### config.mk
export PLATFORM = sky130hd
export DESIGN_NAME = tcp_connection_tracker
export DESIGN_NICKNAME = d
export VERILOG_FILES = /design/src/sv/tct_pkg.sv /design/src/sv/tct_update.sv /design/src/sv/tcp_connection_tracker.sv
export SDC_FILE = /design/constraint.sdc
export NUM_CORES = 1
export LEC_CHECK = 0
export ABC_AREA = 1
export BUFFER_PORTS_ARGS = -buffer_cell sky130_fd_sc_hd__buf_2
export CORE_ASPECT_RATIO = 1.25
export CORE_MARGIN = 1
export CORE_UTILIZATION = 45
export CTS_CLUSTER_SIZE = 10
export DETAILED_ROUTE_END_ITERATION = 8
export PLACE_DENSITY = 0.66
export SLEW_MARGIN = 20
export SYNTH_ARGS = -nofsm -noshare
export SYNTH_HDL_FRONTEND = slang
export SYNTH_SLANG_ARGS = --single-unit
### constraint.sdc
create_clock -name clk -period 4.75 [get_ports clk]
set_input_delay 0.2375 -clock clk [delete_from_list [all_inputs] [get_ports clk]]
set_output_delay 0.2375 -clock clk [all_outputs]
set_load 0.1 [all_outputs]
### src/sv/tct_pkg.sv
// ----------------------------------------------------------------------------
// tct_pkg
// Types, codes and decode functions shared by the TCP connection tracker.
// ----------------------------------------------------------------------------
package tct_pkg;

  // Connection state codes.
  localparam logic [3:0] ST_PENDING    = 4'd0;
  localparam logic [3:0] ST_SYN_SENT   = 4'd1;
  localparam logic [3:0] ST_SYN_RCVD   = 4'd2;
  localparam logic [3:0] ST_ESTAB      = 4'd3;
  localparam logic [3:0] ST_FINWAIT1   = 4'd4;
  localparam logic [3:0] ST_FINWAIT2   = 4'd5;
  localparam logic [3:0] ST_CLOSE_WAIT = 4'd6;
  localparam logic [3:0] ST_CLOSING    = 4'd7;
  localparam logic [3:0] ST_TIME_WAIT  = 4'd8;
  localparam logic [3:0] ST_CLOSED     = 4'd9;

  // Bit positions in the flag byte.
  localparam int unsigned B_RFIN     = 0;
  localparam int unsigned B_RFIN_ACK = 1;
  localparam int unsigned B_RSYN     = 2;
  localparam int unsigned B_RSYN_ACK = 3;
  localparam int unsigned B_LFIN     = 4;
  localparam int unsigned B_LFIN_ACK = 5;
  localparam int unsigned B_LSYN     = 6;
  localparam int unsigned B_LSYN_ACK = 7;

  localparam logic [7:0]  CLOSED_CODE = 8'h01;
  localparam logic [15:0] MAX_TIMEOUT = 16'd43200;

  localparam int unsigned IN_BITS  = 72;
  localparam int unsigned OUT_BITS = 32;

  typedef struct packed {
    logic        func;
    logic        flag_rst;
    logic        flag_syn;
    logic        flag_fin;
    logic        flag_ack;
    logic [31:0] tcp_seq;
    logic [31:0] tcp_ack_number;
  } tct_seg_t;

  typedef struct packed {
    logic [7:0]  flags;
    logic [31:0] local_syn_number;
    logic [31:0] local_fin_number;
    logic [31:0] remote_syn_number;
    logic [31:0] remote_fin_number;
  } tct_ctx_t;

  typedef struct packed {
    logic [3:0]  conn_state;
    logic [7:0]  flag_bits;
    logic [15:0] idle_timeout;
    logic        state_changed;
  } tct_res_t;

  // Maps a flag byte to a connection state. The remote nibble falls into one
  // of three legal groups; the local nibble then picks the state.
  function automatic logic [3:0] state_of_flags(input logic [7:0] f);
    logic [1:0] lc;
    logic [3:0] st;
    case (f[3:0])
      4'h0, 4'h4, 4'h5: lc = 2'd0;
      4'hC, 4'hD:       lc = 2'd1;
      4'hF:             lc = 2'd2;
      default:          lc = 2'd3;
    endcase
    st = ST_CLOSED;
    if (lc != 2'd3) begin
      case (f[7:4])
        4'h0: st = ST_PENDING;
        4'h4: st = (lc == 2'd0) ? ST_SYN_SENT : ST_SYN_RCVD;
        4'h5, 4'hD: begin
          case (lc)
            2'd0:    st = ST_SYN_SENT;
            2'd1:    st = ST_FINWAIT1;
            default: st = ST_CLOSING;
          endcase
        end
        4'hC: begin
          case (lc)
            2'd0:    st = ST_SYN_SENT;
            2'd1:    st = ST_ESTAB;
            default: st = ST_CLOSE_WAIT;
          endcase
        end
        4'hF: begin
          case (lc)
            2'd0:    st = ST_SYN_SENT;
            2'd1:    st = ST_FINWAIT2;
            default: st = ST_TIME_WAIT;
          endcase
        end
        default: st = ST_CLOSED;
      endcase
    end
    return st;
  endfunction

  function automatic logic [15:0] timeout_of_state(input logic [3:0] st);
    logic [15:0] t;
    case (st)
      ST_PENDING:    t = 16'd6;
      ST_SYN_SENT:   t = 16'd12;
      ST_SYN_RCVD:   t = 16'd6;
      ST_ESTAB:      t = MAX_TIMEOUT;
      ST_FINWAIT1:   t = 16'd12;
      ST_FINWAIT2:   t = 16'd12;
      ST_CLOSE_WAIT: t = 16'd12;
      ST_CLOSING:    t = 16'd12;
      ST_TIME_WAIT:  t = 16'd2;
      default:       t = 16'd1;
    endcase
    return t;
  endfunction

endpackage

### src/sv/tct_update.sv
// ----------------------------------------------------------------------------
// tct_update
// Combinational step: applies one segment header to the connection context
// and produces the next context and the result fields.
// ----------------------------------------------------------------------------
module tct_update (
  input  tct_pkg::tct_seg_t seg,
  input  tct_pkg::tct_ctx_t ctx,
  output tct_pkg::tct_ctx_t ctx_next,
  output tct_pkg::tct_res_t res
);
  import tct_pkg::*;

  logic [31:0] ack_syn_diff;
  logic [31:0] ack_fin_diff;
  logic        syn_acked;
  logic        fin_acked;
  logic [3:0]  st;

  // The ACK always refers to the other side's SYN and FIN. "After" means the
  // difference modulo 2^32 is nonzero with the top bit clear.
  always_comb begin
    if (seg.func) begin
      ack_syn_diff = seg.tcp_ack_number - ctx.remote_syn_number;
      ack_fin_diff = seg.tcp_ack_number - ctx.remote_fin_number;
    end else begin
      ack_syn_diff = seg.tcp_ack_number - ctx.local_syn_number;
      ack_fin_diff = seg.tcp_ack_number - ctx.local_fin_number;
    end
  end

  assign syn_acked = (ack_syn_diff != 32'd0) && !ack_syn_diff[31];
  assign fin_acked = (ack_fin_diff != 32'd0) && !ack_fin_diff[31];

  always_comb begin
    ctx_next = ctx;
    if (seg.flag_rst) begin
      ctx_next.flags = CLOSED_CODE;
    end else if (seg.func) begin
      if (seg.flag_syn) begin
        ctx_next.flags[B_LSYN]    = 1'b1;
        ctx_next.local_syn_number = seg.tcp_seq;
      end
      if (seg.flag_fin) begin
        ctx_next.flags[B_LFIN]    = 1'b1;
        ctx_next.local_fin_number = seg.tcp_seq;
      end
      if (seg.flag_ack) begin
        if (ctx.flags[B_RSYN] && syn_acked) ctx_next.flags[B_RSYN_ACK] = 1'b1;
        if (ctx.flags[B_RFIN] && fin_acked) ctx_next.flags[B_RFIN_ACK] = 1'b1;
      end
    end else begin
      if (seg.flag_syn) begin
        ctx_next.flags[B_RSYN]     = 1'b1;
        ctx_next.remote_syn_number = seg.tcp_seq;
      end
      if (seg.flag_fin) begin
        ctx_next.flags[B_RFIN]     = 1'b1;
        ctx_next.remote_fin_number = seg.tcp_seq;
      end
      if (seg.flag_ack) begin
        if (ctx.flags[B_LSYN] && syn_acked) ctx_next.flags[B_LSYN_ACK] = 1'b1;
        if (ctx.flags[B_LFIN] && fin_acked) ctx_next.flags[B_LFIN_ACK] = 1'b1;
      end
    end
  end

  assign st = state_of_flags(ctx_next.flags);

  always_comb begin
    res.conn_state    = st;
    res.flag_bits     = ctx_next.flags;
    res.idle_timeout  = timeout_of_state(st);
    res.state_changed = (ctx_next.flags != ctx.flags);
  end

endmodule

### src/sv/tcp_connection_tracker.sv
// ----------------------------------------------------------------------------
// tcp_connection_tracker
// Follows one TCP connection from the segment headers seen in both directions.
// ----------------------------------------------------------------------------
// The tracker takes one segment header per clock and returns one result per
// header, in order. Each header passes through the input register and then
// the result register, which it enters once that register is free or being
// read. The flag update, the two modulo-2^32 acknowledgment compares and the
// state decode run combinationally between the two registers. The connection
// context is loaded at the same edge as the result, so back-to-back headers
// see each other's effect. Throughput is one transfer per cycle; a stall on
// the output holds the input register and drops s_tready only once both
// registers are full.
module tcp_connection_tracker (
  input  logic                          clk,
  input  logic                          rst,
  input  logic                          s_tvalid,
  output logic                          s_tready,
  // [0] func, [1] flag_rst, [2] flag_syn, [3] flag_fin, [4] flag_ack,
  // [36:5] tcp_seq, [68:37] tcp_ack_number, [71:69] zero
  input  logic [tct_pkg::IN_BITS-1:0]   s_tdata,
  output logic                          m_tvalid,
  input  logic                          m_tready,
  // [3:0] conn_state, [11:4] flag_bits, [27:12] idle_timeout,
  // [28] state_changed, [31:29] zero
  output logic [tct_pkg::OUT_BITS-1:0]  m_tdata
);
  import tct_pkg::*;

  logic     in_valid;
  tct_seg_t seg;
  logic     out_valid;
  tct_res_t res_q;
  tct_ctx_t ctx;
  tct_ctx_t ctx_next;
  tct_res_t res;
  logic     advance;

  assign advance  = in_valid && (!out_valid || m_tready);
  assign s_tready = !in_valid || advance;

  tct_update u_update (
    .seg      (seg),
    .ctx      (ctx),
    .ctx_next (ctx_next),
    .res      (res)
  );

  always_ff @(posedge clk) begin
    if (rst) begin
      in_valid  <= 1'b0;
      out_valid <= 1'b0;
      ctx       <= '0;
    end else begin
      if (s_tvalid && s_tready) begin
        in_valid <= 1'b1;
      end else if (advance) begin
        in_valid <= 1'b0;
      end
      if (advance) begin
        out_valid <= 1'b1;
        ctx       <= ctx_next;
      end else if (m_tready) begin
        out_valid <= 1'b0;
      end
    end
  end

  always_ff @(posedge clk) begin
    if (s_tvalid && s_tready) begin
      seg.func           <= s_tdata[0];
      seg.flag_rst       <= s_tdata[1];
      seg.flag_syn       <= s_tdata[2];
      seg.flag_fin       <= s_tdata[3];
      seg.flag_ack       <= s_tdata[4];
      seg.tcp_seq        <= s_tdata[36:5];
      seg.tcp_ack_number <= s_tdata[68:37];
    end
    if (advance) begin
      res_q <= res;
    end
  end

  assign m_tvalid = out_valid;
  assign m_tdata  = {3'b000, res_q.state_changed, res_q.idle_timeout,
                     res_q.flag_bits, res_q.conn_state};

endmodule

==> results of run 1 <==
-- layout make-up --
class,count,area share (%)
multi-input combinational,1455,44.3
tap,407,3.10
sequential,225,32.7
clock buffer,47,4.57
clock inverter,1,0.0305
inverter,311,7.13
timing repair buffer,185,8.17
-- kinds of logic after synthesis --
| logic type | share of synthesized area [%] |
|---|---|
| flip-flops | 38.2 |
| multiplexers | 4.13 |
| adder cells (fa/ha/maj) | 5.80 |
| buffers and inverters | 10.4 |
| AO/OA/AOI/OAI | 7.37 |
| AND/OR/NAND/NOR | 32.8 |
| XOR/XNOR | 1.18 |
| other | 0.0267 |
-- power breakdown --
| group | internal [W] | total, W | switching (W) | leakage, nW |
|---|---|---|---|---|
| clock | 0.00105 | 0.00180 | 0.000747 | 0.360 |
| sequential | 0.00207 | 0.00213 | 0.0000549 | 1.95 |
| combinational | 0.000279 | 0.000857 | 0.000577 | 5.50 |
-- per-layer routing --
metal	up-vias	track usage (%)	share of wire, %
met5	-	0	0
met2	335	45.0	47
met4	0	8.78	2.9
met3	73	2.59	5.3
li1	6719	-	-
met1	5961	33.2	44
-- sequential cells by signal, summed over array words and instances, names as in the netlist --
name / count
ctx: 136
m_tvalid: 1
seg: 69
in_valid: 1
m_tdata: 18
-- cell usage in the layout, fill, tap and decap left out, types with 2 or more instances in the layout --
cell / netlist / layout
or2_2: 2 / 2
nand2_4: 2 / 2
o21ai_0: 6 / 6
and3_1: 2 / 2
nand3_1: 80 / 79
nand2_1: 810 / 810
edfxtp_1: 87 / 87
a21oi_1: 175 / 175
buf_2: 1 / 95
conb_1: 1 / 10
inv_2: 16 / 17
ha_1: 62 / 62
mux2i_1: 58 / 58
clkbuf_1: 46 / 20
nand2_2: 17 / 17
nand4_1: 28 / 28
buf_4: 15 / 18
nand3_2: 8 / 9
nor4_1: 2 / 2
nor2_1: 105 / 103
nor2_2: 22 / 24
nor2_4: 5 / 5
and2_1: 9 / 9
dfxtp_1: 138 / 138
xor2_1: 12 / 12
dlygate4sd3_1: 0 / 71
nor3_1: 9 / 8
inv_1: 294 / 292
fa_1: 2 / 2
a21oi_2: 6 / 6
nor3_2: 4 / 5
o21bai_1: 4 / 4
xnor2_1: 7 / 7
clkbuf_16: 0 / 27
-- metrics by stage --
stage | area, µm² | util, % | worst slack (ps) | total power, W | hold WS [ps]
detailed placement | 14900 | 48.4 | 461 | 0.00297 | 416
finish | 16400 | 53.3 | 413 | 0.00479 | 393
floorplan | 14100 | - | 899 | 0.00276 | 336
global placement | 14900 | 48.4 | 494 | 0.00296 | 413
global route | 16400 | 53.3 | 30.7 | 0.00501 | 403
CTS | 16400 | 53.2 | 442 | 0.00481 | 384
-- worst max-delay path by stage --
stage / to / cells past startpoint / slack [ps] / startpoint
3_3_place_gp: m_tdata[14] / 28 / 490 / seg[68]
4_1_cts: m_tdata[14] / 28 / 440 / seg[68]
6_report: m_tdata[14] / 25 / 410 / seg[68]
3_5_place_dp: m_tdata[14] / 28 / 460 / seg[68]
5_1_grt: m_tdata[14] / 28 / 30 / seg[68]
2_1_floorplan: m_tdata[15] / 30 / 900 / seg[68]
-- timing repair --
item | 4_1_cts | 5_1_grt
endpoints found under the setup margin | 0 | 1
hold endpoints to repair | 71 | 0
setup buffers | 0 | 4
hold buffers | 71 | 0
gates resized for setup | 0 | 2
==> results.txt, run 1 <==
outcome = completed
Non-Filler Instances = 2,631
port bufs = 96
Crit. End Element = flip-flop
DR WL/cell = 15.5 µm
num rows = 72
core area = 30,800 µm²
GRT overflow = 0
RSZ-0062 raised after global routing = false
maximum vdd ir drop = 0.000330 V
worst r2r dst = m_tdata[14]
H-tree depth = 1
initial antenna violation count = 0
final RePlAce weighted congestion = 0.964
Reg area = 5380 µm²
largest net degree at the start of global routing = 104
skew final = 20.5 ps
hold depth = 2
synth cell count leaders = 810 x nand2_1, 294 x inv_1, 175 x a21oi_1
CP delay by family, top = simple AND/OR/NAND/NOR gates
layout cells sized above 1 = 10.4%
Crit Path Class = reg2reg
min Tclk post-route = 4340 ps
area share of the largest cell type after synthesis = 21.6%
Bufs and invs on worst path = 3
Die Y-Extent = 200 µm
CP max stage cell = mux2i_1
first-pass GRT wire length = 64,500 µm
Netlist Area Pre-Place = 14,100 µm²
drt first pass iters = 5
Mapped Cells = 2,046
1st-iter DRT viols = 821
num ports = 110
max_cap viols = 0
# DRC = 0
cell with the most instances after synthesis = nand2_1
Vias/cell = 4.97
Die W = 160 µm
Longest Clk Path Bufs = 3
CTS Root Cell = clkbuf_16
total negative slack = 0 ps
register area share after synthesis = 38.2%
Reg clk slew, reported paths = 60 ps
TritonCTS clock tree = done
DP HPWL = 30,400 µm
Worst-Skew Late Latency = 530 ps
r2r setup slk = 410 ps
hold wc startpoint = rst
placed cell count = 2,508
Finish-stage setup viols = 0
yosys warns = 0
drt total wl = 40,700 µm
via count = 13,100
Synth Register Bits = 225
GRT Total Usage = 25.8%
CTS sink cnt = 225
Max Freq = 0.231 GHz
CP Max Fanout = 50
LEAKAGE = 7.82 nW
nets@finish = 2,344
slowest cell delay on critical path = 540 ps
multi-input logic area = 7270 µm²
antenna-violating nets left = 0
library cells used by synthesis = 42
Worst-Margin Slew = 1070 ps
Worst Reg-to-Reg Cells = 25
Most used DFF post-synth = dfxtp_1
Slew Viols, Final = 0
total CTS buffers = 26
period utilization = 91.3%
Slew HR = 28.6%
Power Dens Cells = 292 nW/µm²
synth top area cells = nand2_1 22%, dfxtp_1 20%, edfxtp_1 19%, inv_1 7.8%, a21oi_1 6.2%
hold endpoint = ctx[13]
syn_area_per_cell = 6.87 µm²
CP Launch Type = flip-flop
Fin. Hold Viols = 0
vias in the first global route = 12,600
CP Data Required Time = 5040 ps
Filler cells = 3,087
worst r2r src = seg[68]
Starting Density = 45.6%
diode count = 0
Post-synth EDFFs = 87
synth-to-layout area growth = 16.8%
Worst EP arrival = 4630 ps
crit-path most repeated cell = nand2_1
worst hold path class = in2reg
Synth area leader = nand2_1
Die ar. = 32,000 µm²
Async S/R FF share, synth = 0%
No activity file was read; power rests on OpenSTA's default activity.
==> inputs of run 2 (changes only) <==
PLACE_DENSITY = 0.68   (was 0.66)
clock period = 3.8 ns   (was 4.75 ns; I/O delays follow)
==> run 2 against run 1 <==
Die area is the same. Sequential share of layout area shrank 5.0 points. The run now ends with negative setup slack left. Largest power group unchanged. Routed wire length grew 11%. Setup slack lost 610 ps. Design area grew 18%. Critical path depth is the same. Final cell count grew 6.6%. Non-clock buffer count grew 175. Global-route usage grew 1.2 points. Clock power grew 34%.
==> results.txt, run 2 (synthesis gave the netlist of run 1 again) <==
outcome = finished with violations (was completed)
failing checks = negative setup slack
Final Power = 0.00650 W (was 0.00479 W)
Longest Clk Path Bufs = 3 (unchanged)
sw power = 0.00189 W (was 0.00138 W)
Post-DP Area = 15,900 µm² (was 14,900 µm²)
Top reg by flops = ctx (unchanged)
LEAKAGE = 8.84 nW (was 7.82 nW)
Setup WS post-layout = -199 ps (was 413 ps)
GRT overflow = 0 (unchanged)
synth-to-layout area growth = 37.8% (was 16.8%)
Crit. End Element = flip-flop (unchanged)
CTS Root Cell = clkbuf_16 (unchanged)
Vias/cell = 5.11 (was 4.97)
# DRC = 0 (unchanged)
first-pass GRT wire length = 68,100 µm (was 64,500 µm)
vias in the first global route = 13,400 (was 12,600)
RSZ-0062 raised after global routing = true (was false)
CTS sink cnt = 225 (unchanged)
Comb pwr share = 21.7% (was 17.9%)
Finished Cell Area = 19,400 µm² (was 16,400 µm²)
placed cell count = 2,637 (was 2,508)
min Tclk post-route = 4000 ps (was 4340 ps)
Largest register FFs = 136 (unchanged)
period utilization = 105% (was 91.3%)
via count = 14,300 (was 13,100)
final core occ = 62.9% (was 53.3%)
worst hold path class = in2reg (unchanged)
num rows = 72 (unchanged)
Fin. Hold Viols = 0 (unchanged)
num ports = 110 (unchanged)
Max Freq = 0.250 GHz (was 0.231 GHz)
Slew Viols, Final = 0 (unchanged)
TritonCTS clock tree = done (unchanged)
port bufs = 96 (unchanged)
Die ar. = 32,000 µm² (unchanged)
Starting Density = 45.6% (unchanged)
final RePlAce weighted congestion = 0.935 (was 0.964)
Die Y-Extent = 200 µm (unchanged)
diode count = 0 (unchanged)
Worst-Margin Slew = 844 ps (was 1070 ps)
Finish-stage setup viols = 8 (was 0)
GRT Total Usage = 27.0% (was 25.8%)
Worst EP arrival = 4300 ps (was 4630 ps)
skew final = 8.71 ps (was 20.5 ps)
1st-iter DRT viols = 913 (was 821)
Crit Path Class = reg2reg (unchanged)
most common cell after layout, fill and taps aside = nand2_1 (unchanged)
commonest non-fill, non-tap cells in the layout = 720 x nand2_1, 279 x inv_1, 171 x buf_4 (was 810 x nand2_1, 292 x inv_1, 175 x a21oi_1)
Slew HR = 43.1% (was 28.6%)
nets@finish = 2,520 (was 2,344)
DR WL/cell = 16.1 µm (was 15.5 µm)
DP HPWL = 31,300 µm (was 30,400 µm)
Sw Ratio = 29.1% (was 28.8%)
Place WS = -316 ps (was 461 ps)
Power Dens Cells = 335 nW/µm² (was 292 nW/µm²)
Worst-Skew Late Latency = 540 ps (was 530 ps)
H-tree depth = 1 (unchanged)
Pint = 0.00460 W (was 0.00341 W)
CP Max Fanout = 8 (was 50)
core area = 30,800 µm² (unchanged)
Die W = 160 µm (unchanged)
antenna-violating nets left = 0 (unchanged)
CP Data Required Time = 4100 ps (was 5040 ps)
r2r setup slk = -200 ps (was 410 ps)
total CTS buffers = 27 (was 26)
maximum vdd ir drop = 0.000375 V (was 0.000330 V)
Clk pwr share = 37.2% (was 37.6%)
Reg clk slew, reported paths = 60 ps (about the same)
initial antenna violation count = 0 (unchanged)
Seq pwr share = 41.1% (was 44.5%)
Non-Filler Instances = 2,805 (was 2,631)
layout cells sized above 1 = 27.3% (was 10.4%)
largest net degree at the start of global routing = 83 (was 104)
max_cap viols = 0 (unchanged)
drt first pass iters = 6 (was 5)
drt total wl = 45,000 µm (was 40,700 µm)
CP Launch Type = flip-flop (unchanged)
run 2: cell count changes in the layout (fill, tap and decap cells not counted), sizes merged:
cell / previous run / this run
bufinv: 0 / 2
clkbuf: 47 / 44
buf: 114 / 287
clkinvlp: 1 / 0
dlygate4sd3: 71 / 72
inv: 309 / 311
run 2: repair_timing:
| action | 4_1_cts | 5_1_grt |
|---|---|---|
| pin swaps | 43 | 73 |
| cloned | 2 | 1 |
| endpoints found under the hold margin | 71 | 0 |
| endpoints found under the setup margin | 10 | 13 |
| buffers inserted | 19 | 28 |
| resized for setup | 134 | 216 |
| hold buffers | 72 | 0 |
run 2: layout make-up:
type,instances,area [µm²]
Tap cell,407,509
Fill cell,2652,11400
Clock inverter,4,77.6
Sequential cell,225,5380
Clock buffer,43,736
Inverter,311,1170
Multi-Input combinational cell,1455,8680
Timing Repair Buffer,360,2820
run 2: path summary, 6_finish.rpt:
path / start / endpoint / cells past startpoint
worst max-delay path: seg[68] / m_tdata[14] / 25
worst min-delay path: rst / ctx[73] / 2
worst max register to register: seg[68] / m_tdata[14] / 25
worst min register to register: ctx[95] / ctx[95] / 2
run 2: critical path: stages (launching register included):
cell and delay, ps:
edfxtp_1 430, buf_8 190, buf_12 170, buf_8 140, mux2i_1 120, ha_1 430
nand2_2 160, nor2_2 170, buf_4 140, nand2_1 60, nor2_1 130, nand2_2 90
nand4_1 80, nand2_1 80, nor2_2 100, nand2_1 70, nor2_2 160, nand3_4 130
nand3_4 100, nand4_1 120, nor2_2 200, nand3_4 100, a21oi_4 170, nand3_2 100
nand2_1 70, inv_1 40
run 2: per-stage QoR:
step	TNS, ps	hold WS, ps
final	-1220	237
after global placement	-1190	366
after detailed placement	-1640	368
after CTS	-110	235
after global routing	-3100	271
after floorplan	0	289
run 2: per-layer routing:
metal	GRT usage, %	part of all wire, %
met4	8.92	3.6
met1	33.7	40
met5	0	0
met2	48.6	50
met3	2.55	6.2
run 2: power by group through the flow:
stage | sequential (W) | combinational (W) | clock (W)
global route | 0.00268 | 0.00153 | 0.00254
detailed placement | 0.00271 | 0.00110 | 0
floorplan | 0.00276 | 0.000693 | 0
global placement | 0.00271 | 0.00109 | 0
finish | 0.00267 | 0.00141 | 0.00242
CTS | 0.00266 | 0.00125 | 0.00243
